--- src/rtl/ppds_pkg.sv ---
// Shared types and constants of the pairwise proximity danger shader.
package ppds_pkg;

    // Widths fixed by the box fields.
    localparam int unsigned CLS_W   = 8;
    localparam int unsigned COORD_W = 12;
    localparam int unsigned FOOT_W  = 13;
    localparam int unsigned IDX_W   = 6;
    localparam int unsigned LEVEL_W = 8;

    // Fixed-point widths: distance Q14.4, terms Q0.12 and sum Q1.12.
    localparam int unsigned H16_W   = 16;
    localparam int unsigned DIST_W  = 18;
    localparam int unsigned SQ_W    = 26;
    localparam int unsigned RAD_W   = 36;
    localparam int unsigned TERM_W  = 12;
    localparam int unsigned SUM_W   = 13;
    localparam int unsigned PROD_W  = 21;

    localparam logic [DIST_W-1:0]  DIST_MAX  = 18'd131071;
    localparam logic [SUM_W-1:0]   SUM_ONE   = 13'd4096;
    localparam logic [7:0]         LVL_SCALE = 8'd153;
    localparam logic [LEVEL_W-1:0] LVL_BASE  = 8'd51;
    localparam logic [PROD_W-1:0]  LVL_HALF  = 21'd2048;

    // Register byte address of person_class.
    localparam logic [2:0] ADDR_PERSON_CLASS = 3'd0;

    // One stored box.
    typedef struct packed {
        logic [CLS_W-1:0]   cls;
        logic [FOOT_W-1:0]  fx;
        logic [FOOT_W-1:0]  fy;
        logic [COORD_W-1:0] h;
    } t_box;

endpackage

--- src/rtl/ppds_div.sv ---
// Iterative restoring divider for one Q0.12 danger term.
module ppds_div (
    input  logic                             i_clk,
    input  logic                             i_rst_n,
    input  logic                             i_start,
    input  logic [ppds_pkg::H16_W-1:0]       i_num,
    input  logic [ppds_pkg::H16_W-1:0]       i_den,
    output logic                             o_done,
    output logic [ppds_pkg::TERM_W-1:0]      o_quot
);

    logic [ppds_pkg::H16_W-1:0]  r_rem;
    logic [ppds_pkg::H16_W-1:0]  r_den;
    logic [ppds_pkg::TERM_W-1:0] r_quot;
    logic [3:0]                  r_cnt;
    logic                        r_busy;
    logic                        r_done;
    logic [ppds_pkg::H16_W:0]    rem_sh;

    // The numerator is at most the divisor, so each step yields one fraction bit.
    assign rem_sh = {r_rem, 1'b0};

    always_ff @(posedge i_clk) begin
        if (!i_rst_n) begin
            r_busy <= 1'b0;
            r_done <= 1'b0;
            r_cnt  <= '0;
        end else begin
            r_done <= 1'b0;
            if (i_start) begin
                r_busy <= 1'b1;
                r_cnt  <= '0;
            end else if (r_busy) begin
                r_cnt <= r_cnt + 4'd1;
                if (r_cnt == 4'(ppds_pkg::TERM_W - 1)) begin
                    r_busy <= 1'b0;
                    r_done <= 1'b1;
                end
            end
        end
    end

    always_ff @(posedge i_clk) begin
        if (i_start) begin
            r_rem  <= i_num;
            r_den  <= i_den;
            r_quot <= '0;
        end else if (r_busy) begin
            if (rem_sh >= {1'b0, r_den}) begin
                r_rem  <= 16'(rem_sh - {1'b0, r_den});
                r_quot <= {r_quot[ppds_pkg::TERM_W-2:0], 1'b1};
            end else begin
                r_rem  <= rem_sh[ppds_pkg::H16_W-1:0];
                r_quot <= {r_quot[ppds_pkg::TERM_W-2:0], 1'b0};
            end
        end
    end

    assign o_done = r_done;
    assign o_quot = r_quot;

endmodule

--- config.mk ---
export PLATFORM = sky130hd
export DESIGN_NAME = ppds_div
export DESIGN_NICKNAME = d
export VERILOG_FILES = /design/src/rtl/ppds_pkg.sv /design/src/rtl/ppds_div.sv
export SDC_FILE = /design/constraint.sdc
export NUM_CORES = 1
export LEC_CHECK = 0
export ABC_AREA = 1
export BUFFER_PORTS_ARGS = -buffer_cell sky130_fd_sc_hd__buf_4
export CAP_MARGIN = 20
export CORE_ASPECT_RATIO = 0.7
export CORE_MARGIN = 1.5
export CORE_UTILIZATION = 58
export CTS_CLUSTER_SIZE = 16
export DETAILED_ROUTE_END_ITERATION = 16
export PLACE_DENSITY = 0.9
export SYNTH_ARGS = -nofsm -noshare
export SYNTH_HDL_FRONTEND = slang
export SYNTH_SLANG_ARGS = --single-unit
--- constraint.sdc ---
create_clock -name i_clk -period 2.6 [get_ports i_clk]
set_input_delay 0.26 -clock i_clk [delete_from_list [all_inputs] [get_ports i_clk]]
set_output_delay 0.26 -clock i_clk [all_outputs]
set_load 0.02 [all_outputs]
* Word-level counts from Yosys, hierarchy flattened *
Cells that the tools add are included.

storage, ports and cells
  bits in registers = 50
  bits of input ports = 35
  word-level logic and storage cells = 23

operators by class
  add/sub/neg operators = 2
  magnitude comparators = 1
  equality and inequality tests = 1
  multiplexer cells = 8
  bitwise gates (word level) = 2
  reductions and logical operators = 3

operator list
  operator                                     count
  two-way mux 16 bit                           3
  >= comparator 17 x 16 -> 1 bit               1
  subtractor 16 bit                            1
  two-way mux 1 bit                            5
  adder 4 x 1 -> 4 bit, second input constant  1
  == test 4 bit, second input constant         1
  OR reduction 3 bit                           1
  NOT 1 bit                                    2
  nonzero test 2 bit                           1
  OR reduction 2 bit                           1

* Longest topological paths before layout *
  depth after elaboration = 4
  gate-level depth with buffers = 14
  gate-level depth less buffers = 14

* Worst setup path before layout *
No wires, ideal clock.

  kind = reg-to-reg
  start point = register r_rem[12] (netlist name)
  end point = register r_rem[2] (netlist name), data pin
  library setup time = 0.254 ns
  data arrival time = 1.623 ns
  required time = 2.346 ns
  slack = 0.723 ns
  stages on the path, launching flop included = 13
  cell sequence = edfxtp_1 -> ha_1 -> nand2_1 -> inv_2 -> nand2_1 -> inv_2 -> nand2_1 -> nand2_2 -> nor2_8 -> buf_6 -> nand3b_1 -> nand3_1 -> nand2_1

on the way
  longest elaborated chain between the ends = 4

RTL lines
  what                            line            RTL
  from (decl)                     ppds_div.sv:12  logic [ppds_pkg::H16_W-1:0] r_rem;
  from (signal assigned)          ppds_div.sv:45  r_rem <= i_num;
  from (signal assigned)          ppds_div.sv:50  r_rem <= 16'(rem_sh - {1'b0, r_den});
  from (signal assigned)          ppds_div.sv:53  r_rem <= rem_sh[ppds_pkg::H16_W-1:0];
  >= comparator 17 x 16 -> 1 bit  ppds_div.sv:49  if (rem_sh >= {1'b0, r_den}) begin
  two-way mux 16 bit              ppds_div.sv:49
  two-way mux 16 bit              ppds_div.sv:48  end else if (r_busy) begin
  two-way mux 16 bit              ppds_div.sv:44  if (i_start) begin

No other way between the ends. The select of a mux whose other input is x is not followed.
A chain may end at the register's enable or synchronous reset.

* Worst setup path after layout *
  start point = register r_rem[9] (netlist name)
  end point = register r_rem[0] (netlist name), data pin

The elaborated chain is that of the path after synthesis.

==> flow_metrics.tcl <==
set metrics [dict create \
    final_util_pct 70.2 \
    p_leak_nw 1.92 \
    startpoint_type "register" \
    start_util_pct 61.2 \
    vias 2851 \
    fmax_ghz 0.450 \
    ios 48 \
    antenna_found_initial 0 \
    endpoint "r_rem[0]" \
    grt_max_degree 36 \
    final_hold_viol_count 0 \
    fillers 459 \
    clock_latency_ns 0.31 \
    synth.distinct_cells 37 \
    crit_arrival_ns 2.30 \
    cts_buffers 5 \
    min_period_ns 2.22 \
    worstPathCellList "ha_1 -> nand2_1 -> nand2_1 -> nand2_1 -> nand2_1 -> nand2_1 -> nand2_2 -> nor2_8 -> nand2_8 -> nand3_1 -> nand2_1" \
    placed_area_um2 3660 \
    htree_levels 2 \
    yosys_warnings 0 \
    root_buffer "clkbuf_8" \
    top_layer "met4" \
    rr_worst_depth 11 \
    crit_type "reg2reg" \
    hp-class "in2reg" \
    ys_ff_latch 50 \
    syn_nets 476 \
    netlist_instances 423 \
    final_cells 544 \
    endpoint_kind "register" \
    tightest_slew_ns 0.883 \
    relSlewSlack_pct 41.1 \
    cts_tree "done" \
    synth_area_per_cell_um2 7.72 \
    grt-ovfl-total 0 \
    dp_slack_ns 0.451 \
    die_w_um 92.7 \
    cts_sinks 50 \
    outcome "completed" \
    core_um2 5340 \
    post_cts_resized 0 \
    crit_path_top_delay_cell "edfxtp_1" \
    drcViolationCount 0 \
    ir_drop_mv 0.363 \
    clock_skew_ns 0.00948 \
    place_hpwl_um 5700 \
    crit_path_max_incr_delay_ns 0.42 \
    fin_area_um2 3750 \
    die_area_um2 6100 \
    reg2reg_from "r_rem[9]" \
    async_flop_share_pct 0 \
    rsz0062_at_grt "false" \
    wirelength_um 7580 \
    drv_cap 0 \
    finalCritPeriodShare_pct 85.4 \
    met2_length_um 3110 \
    num_rows 22 \
    dp.cells 536 \
    finalWorstSetupSlack_ns 0.378 \
    drv_slew 0 \
    power_density_nw_per_um2 682 \
    syn_area_um2 3270 \
    reg2reg_to "r_rem[0]" \
    cts.clk_slew.worst_paths_ns 0.10 \
    drive_gt1_share_pct 19.1 \
    wl_per_cell_um 13.9 \
    clk_path_buf_depth 2 \
    area_growth_pct 14.8 \
    drt_pass1_iterations 5 \
    grtUsageTotal_pct 26.2 \
    synthFlopType "edfxtp_1" \
    num_antenna_cells 0 \
    synth_edf_count 32 \
    path_max_fanout 17 \
    ant_nets 0 \
    reg2reg_slack_ns 0.38 \
    portBuffers 47 \
    grt_pass1_vias 2615 \
    crit_top_cell "nand2_1" \
    wl_met3_um 794 \
    grt_pass1_wl_um 12300 \
    finalSetupTns_ns 0 \
    gp_congestion 0.914 \
    nets 524 \
    seq_area_frac_synth_pct 40.4 \
    cts_hold_buf 0 \
    hp-start "i_den[8]" \
    viasPerCell 5.24 \
    wl_met1_um 3630 \
    initialDrtViolationCount 305 \
    die_height_um 65.8 \
    crit_required_ns 2.68 \
    setup_viol 0 \
    startpoint "r_rem[9]" \
    cts_setup_buffers 0 \
]
==> worst min-delay path by stage <==
stage / endpoint / slack, ns / cells after the start
final: r_den[8] / 0.12 / 1
after global routing: r_den[2] / 0.11 / 1
after CTS: r_den[0] / 0.12 / 1
after detailed placement: r_den[0] / 0.44 / 1
after global placement: r_den[13] / 0.44 / 1
after floorplan: r_den[0] / 0.36 / 0
==> power breakdown <==
| group | total, W | internal [W] | leakage [nW] | switching, W |
|---|---|---|---|---|
| clock | 0.000467 | 0.000193 | 0.0456 | 0.000274 |
| sequential | 0.000991 | 0.000947 | 0.465 | 0.0000439 |
| combinational | 0.00110 | 0.000403 | 1.41 | 0.000699 |
| total | 0.00256 | 0.00154 | 1.92 | 0.00102 |
==> critical path, delay by kind of cell (launching register included) <==
| family | cells | cell delay (ns) |
|---|---|---|
| adder cells (fa/ha/maj) | 1 | 0.40 |
| AND/OR/NAND/NOR | 10 | 1.15 |
| flip-flops | 1 | 0.42 |
==> kinds of logic (layout without fill, tap and decap cells) <==
| logic type | Yosys count | count (layout) | synth area share [%] |
|---|---|---|---|
| compound gates | 24 | 24 | 4.33 |
| xor+xnor | 6 | 6 | 1.61 |
| fa+ha+maj | 18 | 18 | 7.12 |
| buf+inv | 90 | 139 | 11.4 |
| flops | 50 | 50 | 40.4 |
| simple gates | 235 | 235 | 35.1 |
==> flip-flops by register name, indices dropped and copies added, names as in the netlist <==
register / flops
r_den: 16
r_rem: 16
o_quot: 12
r_cnt: 4
o_done: 1
r_busy: 1
==> metrics by stage <==
stage               hold WS [ns]  total power (W)
finish                     0.119          0.00256
global route               0.108          0.00272
CTS                        0.118          0.00254
detailed placement         0.439          0.00208
global placement           0.438          0.00206
floorplan                  0.359          0.00184
==> synth_stat cells (2+ instances only) <==
| master | instances | area, um^2 |
|---|---|---|
| nor2_4 | 2 | 22.5 |
| nor3_1 | 5 | 25.0 |
| inv_2 | 4 | 15.0 |
| clkbuf_1 | 4 | 15.0 |
| nand2_2 | 14 | 87.6 |
| nor2_2 | 4 | 25.0 |
| nor2_8 | 2 | 40.0 |
| nand2_4 | 2 | 22.5 |
| xor2_1 | 2 | 17.5 |
| buf_6 | 2 | 22.5 |
| a21oi_1 | 9 | 45.0 |
| nand2_1 | 130 | 488 |
| ha_1 | 17 | 213 |
| nand3_2 | 3 | 30.0 |
| nand4_1 | 7 | 43.8 |
| buf_2 | 2 | 10.0 |
| dfxtp_1 | 18 | 360 |
| nor2_1 | 13 | 48.8 |
| inv_1 | 76 | 285 |
| xnor2_1 | 4 | 35.0 |
| edfxtp_1 | 32 | 961 |
| nand3b_1 | 11 | 82.6 |
| nand3_1 | 37 | 185 |
| o22ai_1 | 10 | 62.6 |
==> layout make-up <==
type	count	area [um^2]	area share, %
Timing Repair Buffer	50	375	10.0
Multi-Input combinational cell	283	1570	42.0
Sequential cell	50	1320	35.2
Tap cell	72	90.1	2.40
Inverter	81	304	8.11
Clock inverter	2	13.8	0.367
Clock buffer	6	72.6	1.93
==> routing by layer <==
| layer | GRT usage, % | vias to the layer above |
|---|---|---|
| met1 | 38.3 | 1271 |
| met3 | 6.90 | 6 |
| met5 | 0 | - |
| li1 | - | 1440 |
| met2 | 39.1 | 134 |
| met4 | 5.87 | 0 |
==> cell usage in the layout, fill, tap and decap left out, types with 4 or more instances in the layout <==
cell      count
clkbuf_8      5
nand3b_1     11
nand4_1       7
nand3_1      37
a21oi_1       9
xnor2_1       4
nor3_1        5
ha_1         17
dfxtp_1      18
buf_4        50
nand2_2      14
inv_1        76
nor2_2        4
inv_2         4
o22ai_1      10
nand2_1     130
edfxtp_1     32
nor2_1       13
Note: power is estimated with default switching activity, not from simulation.
