===== src/rtl/ppds_pkg.sv =====
// Shared types and constants of the pairwise proximity danger shader.
package ppds_pkg;

    // Widths fixed by the box fields.
    localparam int unsigned CLS_W   = 8;
    localparam int unsigned COORD_W = 12;
    localparam int unsigned FOOT_W  = 13;
    localparam int unsigned IDX_W   = 6;
    localparam int unsigned LEVEL_W = 8;

    // Fixed-point widths: distance Q14.4, terms Q0.12 and sum Q1.12.
    localparam int unsigned H16_W   = 16;
    localparam int unsigned DIST_W  = 18;
    localparam int unsigned SQ_W    = 26;
    localparam int unsigned RAD_W   = 36;
    localparam int unsigned TERM_W  = 12;
    localparam int unsigned SUM_W   = 13;
    localparam int unsigned PROD_W  = 21;

    localparam logic [DIST_W-1:0]  DIST_MAX  = 18'd131071;
    localparam logic [SUM_W-1:0]   SUM_ONE   = 13'd4096;
    localparam logic [7:0]         LVL_SCALE = 8'd153;
    localparam logic [LEVEL_W-1:0] LVL_BASE  = 8'd51;
    localparam logic [PROD_W-1:0]  LVL_HALF  = 21'd2048;

    // Register byte address of person_class.
    localparam logic [2:0] ADDR_PERSON_CLASS = 3'd0;

    // One stored box.
    typedef struct packed {
        logic [CLS_W-1:0]   cls;
        logic [FOOT_W-1:0]  fx;
        logic [FOOT_W-1:0]  fy;
        logic [COORD_W-1:0] h;
    } t_box;

endpackage


===== src/rtl/ppds_sqrt.sv =====
// Iterative integer square root, one result bit per cycle.
module ppds_sqrt (
    input  logic                              i_clk,
    input  logic                              i_rst_n,
    input  logic                              i_start,
    input  logic [ppds_pkg::RAD_W-1:0]        i_radicand,
    output logic                              o_done,
    output logic [ppds_pkg::DIST_W-1:0]       o_root
);

    logic [ppds_pkg::RAD_W-1:0]  r_rad;
    logic [19:0]                 r_rem;
    logic [ppds_pkg::DIST_W-1:0] r_root;
    logic [4:0]                  r_cnt;
    logic                        r_busy;
    logic                        r_done;
    logic [21:0]                 rem_sh;
    logic [21:0]                 trial;

    // One restoring step on the next two radicand bits.
    assign rem_sh = {r_rem, r_rad[ppds_pkg::RAD_W-1 -: 2]};
    assign trial  = {2'b00, r_root, 2'b01};

    always_ff @(posedge i_clk) begin
        if (!i_rst_n) begin
            r_busy <= 1'b0;
            r_done <= 1'b0;
            r_cnt  <= '0;
        end else begin
            r_done <= 1'b0;
            if (i_start) begin
                r_busy <= 1'b1;
                r_cnt  <= '0;
            end else if (r_busy) begin
                r_cnt <= r_cnt + 5'd1;
                if (r_cnt == 5'(ppds_pkg::DIST_W - 1)) begin
                    r_busy <= 1'b0;
                    r_done <= 1'b1;
                end
            end
        end
    end

    // Datapath registers.
    always_ff @(posedge i_clk) begin
        if (i_start) begin
            r_rad  <= i_radicand;
            r_rem  <= '0;
            r_root <= '0;
        end else if (r_busy) begin
            r_rad <= {r_rad[ppds_pkg::RAD_W-3:0], 2'b00};
            if (rem_sh >= trial) begin
                r_rem  <= 20'(rem_sh - trial);
                r_root <= {r_root[ppds_pkg::DIST_W-2:0], 1'b1};
            end else begin
                r_rem  <= rem_sh[19:0];
                r_root <= {r_root[ppds_pkg::DIST_W-2:0], 1'b0};
            end
        end
    end

    assign o_done = r_done;
    assign o_root = r_root;

endmodule


===== config.mk =====
export PLATFORM = sky130hd
export DESIGN_NAME = ppds_sqrt
export DESIGN_NICKNAME = d
export VERILOG_FILES = /design/src/rtl/ppds_pkg.sv /design/src/rtl/ppds_sqrt.sv
export SDC_FILE = /design/constraint.sdc
export NUM_CORES = 1
export LEC_CHECK = 0
export BUFFER_PORTS_ARGS = -buffer_cell sky130_fd_sc_hd__buf_4
export CORE_MARGIN = 1
export CORE_UTILIZATION = 60
export CTS_BUF_LIST = sky130_fd_sc_hd__clkbuf_4 sky130_fd_sc_hd__clkbuf_8
export CTS_CLUSTER_DIAMETER = 100
export DETAILED_ROUTE_END_ITERATION = 7
export PLACE_DENSITY = 0.9
export SLEW_MARGIN = 20
export SYNTH_ARGS = -nofsm -noshare
export SYNTH_HDL_FRONTEND = slang
export SYNTH_SLANG_ARGS = --single-unit

===== constraint.sdc =====
create_clock -name i_clk -period 3.16 [get_ports i_clk]
set_clock_uncertainty 0.05 [all_clocks]
set_input_delay 0.474 -clock i_clk [delete_from_list [all_inputs] [get_ports i_clk]]
set_output_delay 0.474 -clock i_clk [all_outputs]
set_load 0.02 [all_outputs]

Word level (Yosys, flattened, before mapping). Cells that the tools add are included. W data, S select, Z words.

Register bits: 81. Bits of input ports: 39. Output and inout bits: 19. Word-level logic and storage cells: 23.

Add/sub/neg operators: 2. $lt $le $gt $ge: 1. Equal/unequal tests: 1. Mux-type cells: 8. Bitwise gates (word level): 2. Reductions and logical operators: 3.

Operator list (number): $mux W36 (2); $ge A22 B20 Y1 (1); $mux W20 (1); $sub A20 B20 Y20 (1); $add A5 B1 Y5 const B (1); $eq A5 B5 Y1 const B (1); $mux W1 (5); $reduce_or A3 Y1 (1); $not A1 Y1 (2); $reduce_bool A2 Y1 (1); $reduce_or A2 Y1 (1).

Depth between registers and ports, before layout.
Depth in word-level cells: 4. Depth in mapped cells: 11. Gate-level depth less buffers: 9.

Worst setup path after synthesis. Ideal clock, no wire load.

Path kind: reg-to-reg. Start point: register r_root, in the netlist o_root[9]. End point: register r_rem[4]. Library setup time: 122 ps. Arrival time: 2622 ps. Data required time: 2988 ps. Slack: 366 ps. Cell stages (with the launch flop): 11. Buffers on the path: 2. Clock period less this slack: 2794 ps. Cell sequence: dfxtp_1 inv_1 ha_1 buf_4 nand4_1 or3_1 or4_4 o211ai_4 buf_8 nor2_1 a221o_1.

Longest elaborated chain between the ends: 2.

RTL lines: start, declared (RTL line ppds_sqrt.sv:13) `logic [ppds_pkg::DIST_W-1:0] r_root;`; start signal, assigned (RTL line ppds_sqrt.sv:54) `r_root <= {r_root[ppds_pkg::DIST_W-2:0], 1'b1};`; start signal, assigned (RTL line ppds_sqrt.sv:57) `r_root <= {r_root[ppds_pkg::DIST_W-2:0], 1'b0};`; $ge A22 B20 Y1 (RTL line ppds_sqrt.sv:52) `if (rem_sh >= trial) begin`; $mux W20 (RTL line ppds_sqrt.sv:52); end signal, assigned (RTL line ppds_sqrt.sv:53) `r_rem <= 20'(rem_sh - trial);`; end signal, assigned (RTL line ppds_sqrt.sv:56) `r_rem <= rem_sh[19:0];`; end, declared (RTL line ppds_sqrt.sv:12) `logic [19:0] r_rem;`.

No other way between the ends. A chain may end at the register's enable or synchronous reset.

Final worst setup path.
Start point: register r_root, in the netlist o_root[10]. End point: register r_rem[6].

Same word-level chain as after synthesis.

==> impl_metrics.csv <==
group,metric,value,unit
route,wl_per_cell,16.4,um
synth,syn_nets,485,
setup_path,crit_type,"register to register",
timing,slew_viol_final,0,
synth,avgSynthCellArea,10.4,um2
cells_and_area,syn_to_final_growth,16.7,%
timing,finalHoldViolations,0,
synth,ys_warn_count,0,
power,power,5080,uW
clocking,clk_path_buf_depth,2,
synth,ys.flop_type,"dfxtp_1",
timing,fmax,340,MHz
synth,synth-simple-area-share,11.3,%
setup_path,critPathArrivalTime,3.12,ns
timing,setup_tns,0,ns
synth,synth_mux_area_share,15.1,%
synth,synthCells,424,
synth,synth-xor-area-share,4.38,%
route,firstDrtPassIters,6,
setup_path,cpMaxStageDelayCell,"or4_4",
floorplan,initial_utilization,63.4,%
cells_and_area,multi_input_area,2200,um2
floorplan,die_h,87.6,um
synth,yosysSeqAreaShare,45.1,%
timing,rsz0062_at_grt,"no",
power,irDropWorstVdd,660,uV
cells_and_area,drive_above_1_share,25.2,%
clocking,post-cts-setup-buffers,0,
synth,ys_async_sr_fraction,0,%
power,leakagePower,0.00213,uW
placement,place_area,4910,um2
timing,fin_ws,0.215,ns
route,ant_nets,0,
clocking,cts_tree,"done",
synth,syn_area,4400,um2
synth,ys_ff_latch,81,
setup_path,cp_slowest_stage_delay,0.56,ns
setup_path,required,3.33,ns
floorplan,die-area,7680,um2
synth,synth_top_family_by_area,"multiplexers",
timing,worst_pin_slew,0.533,ns
cells_and_area,layoutNonFillerInstCount,580,
clocking,cts_buffers,9,
synth,synthTopCellsByArea,"edfxtp_1 (25%), dfxtp_1 (20%), mux2_2 (8.7%)",
worst_hold_path,min_path_type,"input port to register",
placement,gp_congestion,0.930,
global_routing,grt_usage,25.9,%
clocking,ctsHoldBuffers,0,
global_routing,antenna_found_initial,0,
worst_hold_path,min_from,"i_rst_n",
clocking,numClockSinks,81,
synth,synth_compound_area_share,13.0,%
timing,finalCritPeriodShare,93.2,%
global_routing,grt_first_pass_wirelength,15300,um
synth,synth-edff-count,36,
setup_path,rrSetupSlack,0.21,ns
setup_path,cp-end-kind,"register",
setup_path,rr_worst_depth,9,
synth,netlist.top_cell.by_area,"edfxtp_1",
cells_and_area,regArea,1980,um2
global_routing,overflow,0,
synth,synth_cell_types,56,
placement,dp_cells,564,
outcome,status,"completed",
floorplan,core_area,6940,um2
floorplan,rows,30,
synth,synth_fa_ha_area_share,6.26,%
worst_hold_path,whs_path_depth,2,
route,via_count,3419,
global_routing,grt_pass1_vias,3340,
setup_path,cp-start-kind,"register",
floorplan,fp.dieW,87.6,um
flow_run,maxCapViolations,0,
synth,synth_top_area_share,24.6,%
clocking,post_cts_resized,0,
placement,port_buffers,57,
setup_path,cp_max_fo,14,
cells_and_area,layout.nets,540,
timing,setup-violations-final,0,
placement,place_ws,0.271,ns
route,wirelength,9490,um
power,powerDensity,990,nW/um2
route,drc,0,
timing,relSlewSlack,64.3,%
cells_and_area,num-fill-cells,500,
cells_and_area,diodes,0,
placement,hpwl,6660,um
clocking,htree_levels,3,
setup_path,crit_chain,"inv_1 > ha_1 > nand4_1 > or3_1 > or4_4 > o211ai_4 > buf_12 > mux2i_1 > o21ai_1",
clocking,clock_latency,0.35,ns
route,drt_iter0_drc,268,
timing,layout_min_cycle_time,2.95,ns
worst_hold_path,hold_end,"r_busy$_SDFF_PN0_",
global_routing,grt_start_max_net_pins,39,
setup_path,reg2reg_to,"r_rem[6]$_SDFFE_PP0P_",
clocking,cts-root-buf,"clkbuf_8",
setup_path,r2r-start,"o_root[10]$_SDFFE_PP0P_",
floorplan,pin_count,58,
route,vias_per_cell,5.89,
cells_and_area,final_cell_area,5130,um2
clocking,path_clk_slew,0.09,ns
-- final cells by class --
cell class / instances / area share (%)
clock inverters: 6 / 1.80
repair buffers: 66 / 9.90
inverters: 26 / 1.90
flip-flops and latches: 81 / 38.6
well taps: 96 / 2.34
multi-input cells: 295 / 42.9
clock buffers: 10 / 2.56
-- cells in the final DEF (no fill, tap or decap), types with 2 or more instances in the layout --
| cell | n |
|---|---|
| buf_4 | 65 |
| dfxtp_1 | 45 |
| nor2_1 | 43 |
| edfxtp_1 | 36 |
| mux2_2 | 34 |
| nand2_1 | 29 |
| mux2i_1 | 28 |
| inv_1 | 25 |
| ha_1 | 22 |
| a21oi_1 | 17 |
| xnor2_1 | 14 |
| o21ai_0 | 10 |
| a21o_1 | 9 |
| clkbuf_8 | 9 |
| a211oi_1 | 8 |
| o21ai_1 | 8 |
| xor2_1 | 8 |
| nand4_1 | 6 |
| nand3_1 | 6 |
| nand2b_1 | 5 |
| nor3_1 | 5 |
| o211ai_1 | 3 |
| or3_1 | 3 |
| and2_1 | 3 |
| a221oi_1 | 2 |
| a2111oi_0 | 2 |
| o21a_1 | 2 |
| nor2b_1 | 2 |
| o2bb2a_1 | 2 |
| o22ai_1 | 2 |
| a31oi_1 | 2 |
| clkinvlp_4 | 2 |
| bufinv_16 | 2 |
-- worst max path at each step --
stage | from | end | cells after the start
finish | o_root[10]$_SDFFE_PP0P_ | r_rem[6]$_SDFFE_PP0P_ | 9
global route | o_root[10]$_SDFFE_PP0P_ | r_rem[18]$_SDFFE_PP0P_ | 9
CTS | o_root[10]$_SDFFE_PP0P_ | r_rem[6]$_SDFFE_PP0P_ | 9
detailed placement | o_root[10]$_SDFFE_PP0P_ | r_rem[6]$_SDFFE_PP0P_ | 9
global placement | o_root[10]$_SDFFE_PP0P_ | r_rem[4]$_SDFFE_PP0P_ | 9
floorplan | o_root[9]$_SDFFE_PP0P_ | r_rem[4]$_SDFFE_PP0P_ | 10
-- per-stage QoR --
stage	utilization (%)	hold slack, ns
after floorplan	-	0.376
after global placement	70.7	0.386
after detailed placement	70.7	0.400
after CTS	73.9	0.301
after global routing	73.9	0.317
final	73.9	0.311
-- state kept, by name, indices dropped and copies added (netlist names) --
| register | cells |
|---|---|
| r_rem | 20 |
| r_cnt | 5 |
| o_done | 1 |
| r_rad | 36 |
| r_busy | 1 |
| o_root | 18 |
-- power breakdown --
part           switching, uW  internal, uW
clock network            403           458
registers                114          1260
logic                   1520          1320
total                   2040          3040
-- kinds of logic after synthesis --
kind of cell / Yosys count
AO/OA/AOI/OAI: 81
AND/OR/NAND/NOR: 108
multiplexers: 62
buffers and inverters: 48
XOR/XNOR: 22
adder cells (fa/ha/maj): 22
flip-flops: 81
-- synthesized netlist by cell type (2+ instances only) --
cell / number
a2111oi_0: 2
a211oi_1: 8
a21o_1: 9
a21oi_1: 17
a221oi_1: 2
a31oi_1: 2
and2_1: 3
buf_1: 4
buf_2: 4
buf_4: 3
clkbuf_1: 9
dfxtp_1: 45
edfxtp_1: 36
ha_1: 22
inv_1: 25
mux2_2: 34
mux2i_1: 28
nand2_1: 29
nand2b_1: 5
nand3_1: 6
nand4_1: 6
nor2_1: 43
nor2b_1: 2
nor3_1: 5
o211ai_1: 3
o21a_1: 2
o21ai_0: 10
o21ai_1: 8
o22ai_1: 2
o2bb2a_1: 2
or3_1: 3
xnor2_1: 14
xor2_1: 8
-- worst max-delay path, delay by kind of cell (launching register included) --
family | cells | cell delay [ns]
buffers and inverters | 2 | 0.28
muxes | 1 | 0.24
and+or+nand+nor | 3 | 1.13
DFF | 1 | 0.39
AOI/OAI and AO/OA | 2 | 0.30
adders and majority gates | 1 | 0.44
-- layer usage --
layer,wire length (um),global-route usage (%)
met1,3910,32.7
met2,4910,43.7
met3,533,5.75
met4,141,9.54
met5,0,0
No activity file was read; power rests on OpenSTA's default activity.
